`config.mk`:
```
export PLATFORM = sky130hd
export DESIGN_NAME = rpn_stack_evaluator
export DESIGN_NICKNAME = d
export VERILOG_FILES = /design/src/design/rse_pkg.sv /design/src/design/rse_front.sv /design/src/design/rse_divider.sv /design/src/design/rse_back.sv /design/src/design/rpn_stack_evaluator.sv
export SDC_FILE = /design/constraint.sdc
export NUM_CORES = 2
export LEC_CHECK = 0
export ABC_AREA = 1
export BUFFER_PORTS_ARGS = -buffer_cell sky130_fd_sc_hd__buf_2
export CORE_ASPECT_RATIO = 1.75
export CORE_UTILIZATION = 40
export CTS_CLUSTER_SIZE = 16
export DETAILED_ROUTE_END_ITERATION = 6
export PLACE_DENSITY = 0.6
export SLEW_MARGIN = 20
export SYNTH_ARGS = -nofsm -noshare
export SYNTH_HDL_FRONTEND = slang
export SYNTH_HIERARCHICAL = 1
export SYNTH_SLANG_ARGS = --single-unit
```
`constraint.sdc`:
```
create_clock -name clock -period 9.81 [get_ports clock]
set_input_delay 0.981 -clock clock [delete_from_list [all_inputs] [get_ports clock]]
set_output_delay 0.981 -clock clock [all_outputs]
set_load 0.01 [all_outputs]
```
`src/design/rse_pkg.sv`:
```
// ----------------------------------------------------------------------------
// rse_pkg: shared types and constants
// Command and status codes, stack and queue sizing, the front-to-back token type and the engine states.
// ----------------------------------------------------------------------------
package rse_pkg;

   localparam int STACK_DEPTH = 16;
   localparam int PTR_W = $clog2(STACK_DEPTH);
   localparam int CNT_W = $clog2(STACK_DEPTH + 1);
   localparam int FIFO_DEPTH = 4;
   localparam int FIFO_PTR_W = $clog2(FIFO_DEPTH);

   typedef enum logic [2:0] {
      CMD_PUSH    = 3'd0,
      CMD_ADD     = 3'd1,
      CMD_SUB     = 3'd2,
      CMD_MUL     = 3'd3,
      CMD_DIV     = 3'd4,
      CMD_REPORT  = 3'd5,
      CMD_INVALID = 3'd6,
      CMD_UNUSED  = 3'd7
   } cmd_type;

   typedef enum logic [2:0] {
      ST_OK        = 3'd0,
      ST_UNDERFLOW = 3'd1,
      ST_OVERFLOW  = 3'd2,
      ST_DIVZERO   = 3'd3,
      ST_INVALID   = 3'd4
   } status_type;

   typedef struct packed {
      logic [2:0]  command;
      logic [31:0] operand_value;
   } token_type;

   typedef enum logic [2:0] {
      S_IDLE,
      S_READ,
      S_EXEC,
      S_DIV,
      S_WRITE,
      S_EMIT,
      S_HALT
   } state_type;

endpackage

```
`src/design/rse_front.sv`:
```
// ----------------------------------------------------------------------------
// rse_front: token intake
// Accepts request beats into a small queue; classifies invalid codes so the
// front stops accepting after one reaches the queue.
// ----------------------------------------------------------------------------
module rse_front (
   input  logic                clock,
   input  logic                reset,
   input  logic                req_valid,
   output logic                req_ready,
   input  logic [2:0]          req_command,
   input  logic signed [31:0]  req_operand_value,
   output logic                tok_valid,
   input  logic                tok_ready,
   output rse_pkg::token_type  tok
);
   rse_pkg::token_type mem_ff [rse_pkg::FIFO_DEPTH];
   logic [rse_pkg::FIFO_PTR_W-1:0] wr_ff, wr_in, rd_ff, rd_in;
   logic [rse_pkg::FIFO_PTR_W:0] cnt_ff, cnt_in;
   logic stop_ff, stop_in;
   logic push, pop, bad;

   assign bad = (req_command == rse_pkg::CMD_INVALID) || (req_command == rse_pkg::CMD_UNUSED);
   assign req_ready = !stop_ff && (cnt_ff != (rse_pkg::FIFO_PTR_W+1)'(rse_pkg::FIFO_DEPTH));
   assign push = req_valid && req_ready;
   assign tok_valid = cnt_ff != '0;
   assign pop = tok_valid && tok_ready;
   assign tok = mem_ff[rd_ff];

   always_comb begin
      wr_in = push ? wr_ff + 1'b1 : wr_ff;
      rd_in = pop ? rd_ff + 1'b1 : rd_ff;
      cnt_in = cnt_ff + (rse_pkg::FIFO_PTR_W+1)'(push) - (rse_pkg::FIFO_PTR_W+1)'(pop);
      stop_in = stop_ff || (push && bad);
   end

   always_ff @(posedge clock) begin
      if (reset) begin
         wr_ff <= '0;
         rd_ff <= '0;
         cnt_ff <= '0;
         stop_ff <= 1'b0;
      end else begin
         wr_ff <= wr_in;
         rd_ff <= rd_in;
         cnt_ff <= cnt_in;
         stop_ff <= stop_in;
      end
   end

   always_ff @(posedge clock) begin
      if (push) mem_ff[wr_ff] <= '{command: req_command, operand_value: req_operand_value};
   end
endmodule

```
`src/design/rse_divider.sv`:
```
// ----------------------------------------------------------------------------
// rse_divider: iterative Q16.16 divider
// Restoring division of |left|<<16 by |right|, one quotient bit per cycle,
// then sign fix and saturation.
// ----------------------------------------------------------------------------
module rse_divider (
   input  logic         clock,
   input  logic         reset,
   input  logic         start,
   input  logic [31:0]  left,
   input  logic [31:0]  right,
   output logic         done,
   output logic [31:0]  quotient
);
   logic [47:0] num_ff, num_in;
   logic [32:0] rem_ff, rem_in;
   logic [31:0] den_ff, den_in;
   logic        neg_ff, neg_in, busy_ff, busy_in, done_ff, done_in;
   logic [5:0]  cnt_ff, cnt_in;
   logic [31:0] q_ff, q_in;
   logic [32:0] trial;
   logic [31:0] al, ar;
   logic [48:0] sq;

   assign al = left[31] ? (~left + 1'b1) : left;
   assign ar = right[31] ? (~right + 1'b1) : right;
   assign trial = {rem_ff[31:0], num_ff[47]};
   assign done = done_ff;
   assign quotient = q_ff;

   always_comb begin
      num_in = num_ff;
      rem_in = rem_ff;
      den_in = den_ff;
      neg_in = neg_ff;
      busy_in = busy_ff;
      cnt_in = cnt_ff;
      q_in = q_ff;
      done_in = 1'b0;
      sq = '0;
      if (start) begin
         num_in = {al, 16'd0};
         rem_in = '0;
         den_in = ar;
         neg_in = left[31] ^ right[31];
         busy_in = 1'b1;
         cnt_in = 6'd48;
      end else if (busy_ff) begin
         if (cnt_ff != 6'd0) begin
            if (trial >= {1'b0, den_ff}) begin
               rem_in = trial - {1'b0, den_ff};
               num_in = {num_ff[46:0], 1'b1};
            end else begin
               rem_in = trial;
               num_in = {num_ff[46:0], 1'b0};
            end
            cnt_in = cnt_ff - 1'b1;
         end else begin
            sq = neg_ff ? (~{1'b0, num_ff} + 1'b1) : {1'b0, num_ff};
            if (!sq[48] && sq[47:31] != '0) q_in = 32'h7FFF_FFFF;
            else if (sq[48] && sq[47:31] != 17'h1FFFF) q_in = 32'h8000_0000;
            else q_in = sq[31:0];
            busy_in = 1'b0;
            done_in = 1'b1;
         end
      end
   end

   always_ff @(posedge clock) begin
      if (reset) begin
         busy_ff <= 1'b0;
         done_ff <= 1'b0;
      end else begin
         busy_ff <= busy_in;
         done_ff <= done_in;
      end
      num_ff <= num_in;
      rem_ff <= rem_in;
      den_ff <= den_in;
      neg_ff <= neg_in;
      cnt_ff <= cnt_in;
      q_ff <= q_in;
   end
endmodule

```
`src/design/rse_back.sv`:
```
// ----------------------------------------------------------------------------
// rse_back: stack engine
// Pops tokens from the queue, reads operands from the stack memory, runs the
// arithmetic and drives the response register.
// ----------------------------------------------------------------------------
module rse_back (
   input  logic                clock,
   input  logic                reset,
   input  logic                tok_valid,
   output logic                tok_ready,
   input  rse_pkg::token_type  tok,
   output logic                rsp_valid,
   input  logic                rsp_ready,
   output logic signed [31:0]  rsp_result_value,
   output logic [2:0]          rsp_status
);
   logic [31:0] stack_mem [rse_pkg::STACK_DEPTH];
   rse_pkg::state_type state_ff, state_in;
   logic [rse_pkg::CNT_W-1:0] cnt_ff, cnt_in;
   rse_pkg::token_type t_ff;
   logic [31:0] ra_ff, rb_ff, res_ff, res_in, val_ff, val_in;
   logic [2:0]  st_ff, st_in;
   logic [63:0] prod_ff;
   logic        mul_ff;
   logic [rse_pkg::PTR_W-1:0] rda, rdb, wa;
   logic        wr_en, div_start, div_done;
   logic [31:0] div_q;
   logic [32:0] sum;
   logic [63:0] p;
   logic [47:0] ps;
   logic signed [32:0] lsum, rsum;

   rse_divider u_div (
      .clock(clock), .reset(reset), .start(div_start),
      .left(rb_ff), .right(ra_ff), .done(div_done), .quotient(div_q)
   );

   assign tok_ready = (state_ff == rse_pkg::S_IDLE);
   assign rda = rse_pkg::PTR_W'(cnt_ff - 1'b1);
   assign rdb = rse_pkg::PTR_W'(cnt_ff - 2'd2);
   assign rsp_result_value = val_ff;
   assign rsp_status = st_ff;
   assign rsp_valid = (state_ff == rse_pkg::S_EMIT);

   always_comb begin
      state_in = state_ff;
      case (state_ff)
         rse_pkg::S_IDLE: if (tok_valid) state_in = rse_pkg::S_READ;
         rse_pkg::S_READ: state_in = rse_pkg::S_EXEC;
         rse_pkg::S_EXEC: begin
            case (t_ff.command)
               rse_pkg::CMD_PUSH:
                  state_in = (cnt_ff == rse_pkg::CNT_W'(rse_pkg::STACK_DEPTH)) ?
                     rse_pkg::S_EMIT : rse_pkg::S_IDLE;
               rse_pkg::CMD_REPORT: state_in = rse_pkg::S_EMIT;
               rse_pkg::CMD_ADD, rse_pkg::CMD_SUB, rse_pkg::CMD_MUL:
                  state_in = (cnt_ff < 2) ? rse_pkg::S_EMIT : rse_pkg::S_WRITE;
               rse_pkg::CMD_DIV:
                  state_in = (cnt_ff < 2) ? rse_pkg::S_EMIT :
                     (ra_ff == '0) ? rse_pkg::S_WRITE : rse_pkg::S_DIV;
               default: state_in = rse_pkg::S_EMIT;
            endcase
         end
         rse_pkg::S_DIV: if (div_done) state_in = rse_pkg::S_WRITE;
         rse_pkg::S_WRITE: state_in = (st_ff == rse_pkg::ST_DIVZERO) ?
            rse_pkg::S_EMIT : rse_pkg::S_IDLE;
         rse_pkg::S_EMIT: if (rsp_ready)
            state_in = (st_ff == rse_pkg::ST_INVALID) ? rse_pkg::S_HALT : rse_pkg::S_IDLE;
         rse_pkg::S_HALT: state_in = rse_pkg::S_HALT;
         default: state_in = rse_pkg::S_IDLE;
      endcase
   end

   always_comb begin
      cnt_in = cnt_ff;
      res_in = res_ff;
      val_in = val_ff;
      st_in = st_ff;
      wr_en = 1'b0;
      wa = rdb;
      div_start = 1'b0;
      lsum = $signed({rb_ff[31], rb_ff});
      rsum = $signed({ra_ff[31], ra_ff});
      sum = '0;
      ps = prod_ff[63:16];
      case (state_ff)
         rse_pkg::S_EXEC: begin
            val_in = '0;
            st_in = rse_pkg::ST_OK;
            case (t_ff.command)
               rse_pkg::CMD_PUSH:
                  if (cnt_ff == rse_pkg::CNT_W'(rse_pkg::STACK_DEPTH))
                     st_in = rse_pkg::ST_OVERFLOW;
                  else begin
                     wr_en = 1'b1;
                     wa = rse_pkg::PTR_W'(cnt_ff);
                     cnt_in = cnt_ff + 1'b1;
                  end
               rse_pkg::CMD_REPORT:
                  if (cnt_ff == '0) st_in = rse_pkg::ST_UNDERFLOW;
                  else begin
                     val_in = ra_ff;
                     cnt_in = cnt_ff - 1'b1;
                  end
               rse_pkg::CMD_ADD, rse_pkg::CMD_SUB, rse_pkg::CMD_MUL, rse_pkg::CMD_DIV:
                  if (cnt_ff < 2) st_in = rse_pkg::ST_UNDERFLOW;
                  else begin
                     if (t_ff.command == rse_pkg::CMD_SUB) sum = 33'(lsum - rsum);
                     else sum = 33'(lsum + rsum);
                     if (sum[32] != sum[31])
                        res_in = sum[32] ? 32'h8000_0000 : 32'h7FFF_FFFF;
                     else res_in = sum[31:0];
                     if (t_ff.command == rse_pkg::CMD_DIV) begin
                        if (ra_ff == '0) begin
                           st_in = rse_pkg::ST_DIVZERO;
                           res_in = rb_ff[31] ? 32'h8000_0000 : 32'h7FFF_FFFF;
                        end else div_start = 1'b1;
                     end
                  end
               default: st_in = rse_pkg::ST_INVALID;
            endcase
         end
         rse_pkg::S_DIV: if (div_done) res_in = div_q;
         rse_pkg::S_WRITE: begin
            wr_en = 1'b1;
            wa = rdb;
            cnt_in = cnt_ff - 1'b1;
            if (mul_ff) begin
               if (!ps[47] && ps[46:31] != '0) res_in = 32'h7FFF_FFFF;
               else if (ps[47] && ps[46:31] != 16'hFFFF) res_in = 32'h8000_0000;
               else res_in = ps[31:0];
            end
         end
         default: ;
      endcase
   end

   assign p = 64'($signed(rb_ff) * $signed(ra_ff));

   always_ff @(posedge clock) begin
      if (reset) begin
         state_ff <= rse_pkg::S_IDLE;
         cnt_ff <= '0;
      end else begin
         state_ff <= state_in;
         cnt_ff <= cnt_in;
      end
      if (state_ff == rse_pkg::S_IDLE) t_ff <= tok;
      if (state_ff == rse_pkg::S_READ) begin
         ra_ff <= stack_mem[rda];
         rb_ff <= stack_mem[rdb];
      end
      if (state_ff == rse_pkg::S_EXEC) begin
         prod_ff <= p;
         mul_ff <= (t_ff.command == rse_pkg::CMD_MUL);
      end
      res_ff <= res_in;
      val_ff <= val_in;
      st_ff <= st_in;
      if (wr_en) stack_mem[wa] <= (state_ff == rse_pkg::S_EXEC) ? t_ff.operand_value :
         (mul_ff ? res_in : res_ff);
   end
endmodule

```
`src/design/rpn_stack_evaluator.sv`:
```
// ----------------------------------------------------------------------------
// rpn_stack_evaluator: reverse Polish evaluator, signed Q16.16
// Decoded tokens in, report and error beats out.
// ----------------------------------------------------------------------------
// Request channel: req_valid/req_ready with req_command, req_operand_value.
// Response channel: rsp_valid/rsp_ready with rsp_result_value, rsp_status.
// A front queue of four tokens takes request beats while the stack engine
// works; each token goes through read and execute, then a stack write for
// add, subtract and multiply, and for divide the iterative divider (one
// quotient bit per cycle over 48 bits) and the write; beats wait in emit.
// A response beat holds in its register until taken; while the receiver
// stalls, the engine waits and the queue keeps filling up to its depth.
// After an invalid command is queued, no more request beats are taken, and
// after its status beat the block stays halted until reset.
// Synchronous reset empties the queue and stack and clears the halt.
// ----------------------------------------------------------------------------
module rpn_stack_evaluator (
   input  logic                clock,
   input  logic                reset,
   input  logic                req_valid,
   output logic                req_ready,
   input  logic [2:0]          req_command,
   input  logic signed [31:0]  req_operand_value,
   output logic                rsp_valid,
   input  logic                rsp_ready,
   output logic signed [31:0]  rsp_result_value,
   output logic [2:0]          rsp_status
);
   logic tok_valid, tok_ready;
   rse_pkg::token_type tok;

   rse_front u_front (
      .clock(clock), .reset(reset), .req_valid(req_valid), .req_ready(req_ready),
      .req_command(req_command), .req_operand_value(req_operand_value),
      .tok_valid(tok_valid), .tok_ready(tok_ready), .tok(tok)
   );

   rse_back u_back (
      .clock(clock), .reset(reset), .tok_valid(tok_valid), .tok_ready(tok_ready),
      .tok(tok), .rsp_valid(rsp_valid), .rsp_ready(rsp_ready),
      .rsp_result_value(rsp_result_value), .rsp_status(rsp_status)
   );

   a_err_zero: assert property (@(posedge clock) disable iff (reset)
      rsp_valid && rsp_status != rse_pkg::ST_OK |-> rsp_result_value == '0)
      else $error("error beat with nonzero value");

   a_rsp_hold: assert property (@(posedge clock) disable iff (reset)
      rsp_valid && !rsp_ready |=> rsp_valid && $stable(rsp_status))
      else $error("response dropped while stalled");

   a_halt: assert property (@(posedge clock) disable iff (reset)
      rsp_valid && rsp_ready && rsp_status == rse_pkg::ST_INVALID |=> !req_ready)
      else $error("requests taken after halt");
endmodule
```
Word-level counts from Yosys, hierarchy flattened --
Memory sizes are Yosys's and may differ from the RTL's. A register that Yosys moved wholly into a read port is not among the register bits. Index checks and enable logic that the tools add are counted.
Storage, ports and cells: ROM bits 0, memory bits (writable) 652, memories kept 2, input port bits 39, latch bits 0, register bits 301
Cells by class: multiply operators 1, mux-type cells 67, bitwise logic cells 8, add/subtract/negate cells 14, divide/modulo/power cells 0, reduce and logical (&&, ||, !) cells 33, order comparisons 2, shifts and indexed selects 0, eq/ne operators 26
Memories:
- u_back.stack_mem | words 16, bits a word 32, rd ports 2, clocked after memory_dff 2, write ports 1, RTL line rse_back.sv:17 | logic [31:0] stack_mem [rse_pkg::STACK_DEPTH];
- u_front.mem_ff | words 4, bits a word 35, rd ports 1, clocked after memory_dff 1, write ports 1, RTL line rse_front.sv:17 | rse_pkg::token_type mem_ff [rse_pkg::FIFO_DEPTH];
Operators by type and width (count):
- 2-to-1 mux 32 bit | 16
- 2-to-1 mux 48 bit | 3
- 2-to-1 mux 33 bit | 4
- case mux 32 bit (3 select lines) | 1
- adder 32 x 1 -> 32 bit, second input constant | 2
- multiplier 32 x 32 -> 64 bit | 1
- inverter 32 bit | 2
- adder 49 x 1 -> 49 bit, second input constant | 1
- 2-to-1 mux 49 bit | 1
- inverter 48 -> 49 bit | 1
- adder 32 x 32 -> 33 bit | 1
- >= comparator 33 x 32 -> 1 bit | 1
- subtractor 32 x 32 -> 33 bit | 1
- logical NOT 32 bit | 1
- subtractor 32 bit | 1
- 2-to-1 mux 31 bit | 1
- 2-to-1 mux 3 bit | 10
- equality test 3 bit, second input constant | 8
- case mux 3 bit (7 select lines) | 1
- case mux 5 bit (2 select lines) | 2
- 2-to-1 mux 1 bit | 18
- case mux 3 bit (3 select lines) | 2
- inequality test 17 bit, second input constant | 1
- nonzero test 17 bit | 1
- other kinds (37) | 70

Logic depth before layout (Yosys ltp) --
depth in word-level cells 14, mapped depth 35

Cells and area by module --
Netlist, hierarchy kept.
Modules (own cells, without submodules):
- rse_back | cells an instance 8630, area each 74961.9 um2, instances 1
- rse_divider | cells an instance 1580, area each 11108.2 um2, instances 1
- rse_front | cells an instance 414, area each 5733.0 um2, instances 1

Worst setup path after synthesis --
No wires, ideal clock.
path kind reg2reg, from register u_back.rb_ff[31] (read register of u_back.stack_mem), to register u_back.prod_ff[53], data pin, arrival 7334 ps, path slack 2200 ps, stages on the path, launching flop included 27, library setup time 276 ps, data required time 9534 ps, cells stage by stage edfxtp_1 -> clkbuf_1 -> clkbuf_1 -> nand2_1 -> inv_1 -> fa_1 -> inv_1 -> fa_1 -> inv_1 -> fa_1 -> fa_1 -> inv_1 -> fa_1 -> inv_1 -> fa_1 -> inv_1 -> fa_1 -> fa_1 -> inv_1 -> ha_1 -> nand2_1 -> nor2_1 -> inv_1 -> nor2_1 -> inv_1 -> o311ai_0 -> xor2_1
Between the ends: longest elaborated chain between the ends 1
Ends and longest elaborated chain:
- start, declared | RTL line rse_back.sv:21 | logic [31:0] ra_ff, rb_ff, res_ff, res_in, val_ff, val_in;
- multiplier 32 x 32 -> 64 bit | RTL line rse_back.sv:138 | assign p = 64'($signed(rb_ff) * $signed(ra_ff));
- net u_back.p[53] | RTL line rse_back.sv:29 | logic [63:0] p;
- end signal, assigned | RTL line rse_back.sv:154 | prod_ff <= p;
- end, declared | RTL line rse_back.sv:23 | logic [63:0] prod_ff;
The timed path passes the listed nets, and every way through them passes these cells. A chain may end at the register's enable or synchronous reset.

Worst setup path after layout --
from register u_back.rb_ff[5] (read register of u_back.stack_mem), to register u_back.prod_ff[35], data pin
The elaborated chain is that of the path after synthesis.

==> results.cfg <==
[timing]
min_period_ps = 8580
rsz0062_at_grt = no
finalCritPeriodShare_pct = 87.5
setup_viol = 0
slew_viol_final = 0
worst_slew_pin_slew_ps = 1250
final.setup_skew_ps = 67.2
hold_viol = 0
hold_slack_ps = 408
max_slew_margin_pct = 15.6
setup-tns-final_ps = 0
fmax_ghz = 0.117

[logic_synthesis]
syn_area_sq_um = 91800
synth_edf_count = 932
synth_most_common_cell = inv_1
async_reset_ff_share_pct = 0
synth-seq-cells = 1038
yosysSeqAreaShare_pct = 32.8
synth.area.top_cells = edfxtp_1, fa_1, inv_1
synth_top_cell_by_area = edfxtp_1
synthTopCellsByCount = inv_1, nand2_1, fa_1
syn_area_per_cell_sq_um = 8.64
synth_nets = 12008
synth_cell_type_count = 63
ys_warn_count = 6
synth_ff_type = edfxtp_1
synth_cells = 10624
synth.top_cell.area_share_pct = 30.5

[setup_path]
slowest_delay_ps = 970
reg2regPathDepth = 26
path_common_cell = nand2_1
cp_slowest_cell = edfxtp_1
crit_type = register to register
cp_data_arrival_time_ps = 9060
reg2reg_to = u_back/prod_ff[35]
rrSetupSlack_ps = 1230
cp_max_fo = 24
critPathTopFamily = adder cells
cp.buffers_inverters = 4
end_kind = register
crit_path_start_kind = register
r2r-start = u_back/rb_ff[5]
cp.required_ps = 10290

[route]
wl_per_cell_um = 23.7
drtIter0Drc = 6585
wl_met1_um = 112000
route.top_layer_used = met5
via_per_inst = 5.41
finalWirelength_um = 323000
wl_met2_um = 167000
dr_wl_met3_um = 19400
antenna_left = 0
first_pass_iters = 7
route.detailed.drc = 1
via_count = 73671

[clock_network]
cts_tree = done
cts_buffers = 105
clkTransAtPathRegs_ps = 70
clockBufferDepth = 3
clockRootBuffer = clkbuf_16
post_cts_buffers = 0
htreeDepth = 3
clkSinkCount = 1038
cts_resized = 0
hold_buffers = 0
clock_latency_ps = 790

[grt]
grt_usage_pct = 28.0
grt_pass1_vias = 76131
grt_pass1_wl_um = 480000
antenna_found_initial = 18
grt_max_degree = 234
overflow = 0

[floorplan]
ios = 76
start_util_pct = 40.2
die_x_um = 364
fp-row-count = 232
dieArea_sq_um = 232000
core_area_sq_um = 228000
die_y_um = 636

[cells_and_area]
final_net_count = 11854
drive_gt1_share_pct = 6.16
finalCoreUtilization_pct = 43.6
fill_cells = 22386
syn_to_final_growth_pct = 8.30

[placement]
place.gp.congestion = 1.01
dpl.hpwl_um = 239000
portBuffers = 75

[worst_hold_path]
hold_end = u_front/mem_ff[2][18]
min_path_type = input port to register
min_from = req_operand_value[18]
hold_depth = 1

[run]
drv_cap = 0

[outcome]
violations = design-rule violations
outcome = complete, but fails checks
registers in the layout, summed over array words and instances (netlist names), 32 cells and up, named ones only:
signal	count
u_back/ra_ff	32
u_front/mem_ff	140
u_back/t_ff	35
u_back/rb_ff	32
u_back/prod_ff	48
u_back/u_div/num_ff	48
u_back/u_div/quotient	32
u_back/u_div/rem_ff	32
u_back/stack_mem	512
u_back/res_ff	32
u_back/rsp_result_value	32
u_back/u_div/den_ff	32
metrics by stage:
step	instances	setup slack, ps	cell area, sq um
floorplan	10624	2200	91800
global placement	13401	1290	95600
detailed placement	13404	1310	95700
CTS	13601	1240	99400
global route	13603	650	99400
finish	13609	1230	99400
worst max path at each step:
stage | cells after the start | endpoint | startpoint
CTS | 25 | u_back/prod_ff[53] | u_back/rb_ff[31]
global placement | 25 | u_back/prod_ff[53] | u_back/rb_ff[31]
floorplan | 26 | u_back/prod_ff[53] | u_back/rb_ff[31]
global route | 25 | u_back/prod_ff[53] | u_back/rb_ff[31]
detailed placement | 25 | u_back/prod_ff[53] | u_back/rb_ff[31]
finish | 26 | u_back/prod_ff[35] | u_back/rb_ff[5]
cell families (layout without fill, tap and decap cells):
| family | count (synthesis) | count (layout) | synth area share (%) |
|---|---|---|---|
| buffers and inverters | 2745 | 2681 | 11.4 |
| XOR/XNOR | 193 | 193 | 1.84 |
| other | 0 | 7 | 0 |
| adder cells (fa/ha/maj) | 1345 | 1345 | 27.2 |
| AND/OR/NAND/NOR | 3449 | 3449 | 15.3 |
| AO/OA/AOI/OAI | 1854 | 1854 | 11.4 |
| flip-flops | 1038 | 1038 | 32.8 |
layout make-up:
class | count | area [sq um] | area share, %
sequential | 1038 | 30100 | 30.3
clock buffer | 122 | 2720 | 2.74
clock inverter | 75 | 990 | 0.995
antenna | 7 | 17.5 | 0.0176
tap | 3042 | 3810 | 3.83
timing repair buffer | 284 | 2040 | 2.05
multi-input combinational | 6841 | 51500 | 51.8
inverter | 2200 | 8280 | 8.32
cells in the final DEF, fill, tap and decap left out, drive strengths merged, types with 6 or more instances in the layout:
cell type     n
a21o         11
nand3       283
nand2      2187
buf         284
diode         7
a21oi       513
nor3         49
bufinv       17
clkbuf      122
a31oi        25
o221ai       72
dfxtp       106
xor2        131
edfxtp      932
o21ai       870
o22ai       126
xnor2        62
clkinvlp      9
nor4         18
o211ai      151
or2          12
nand3b        6
inv        2200
clkinv       49
fa         1084
nand4        61
nor2        821
ha          261
a21boi       34
o21bai       16
o21a         20
routing by layer:
metal	track usage, %	up-vias
li1	-	33101
met1	30.3	36686
met2	50.3	2972
met3	3.88	892
met4	18.6	20
met5	0	-
Power is not shown: default switching activity piles up to over one toggle a cycle in this logic, so the estimate is an artifact.
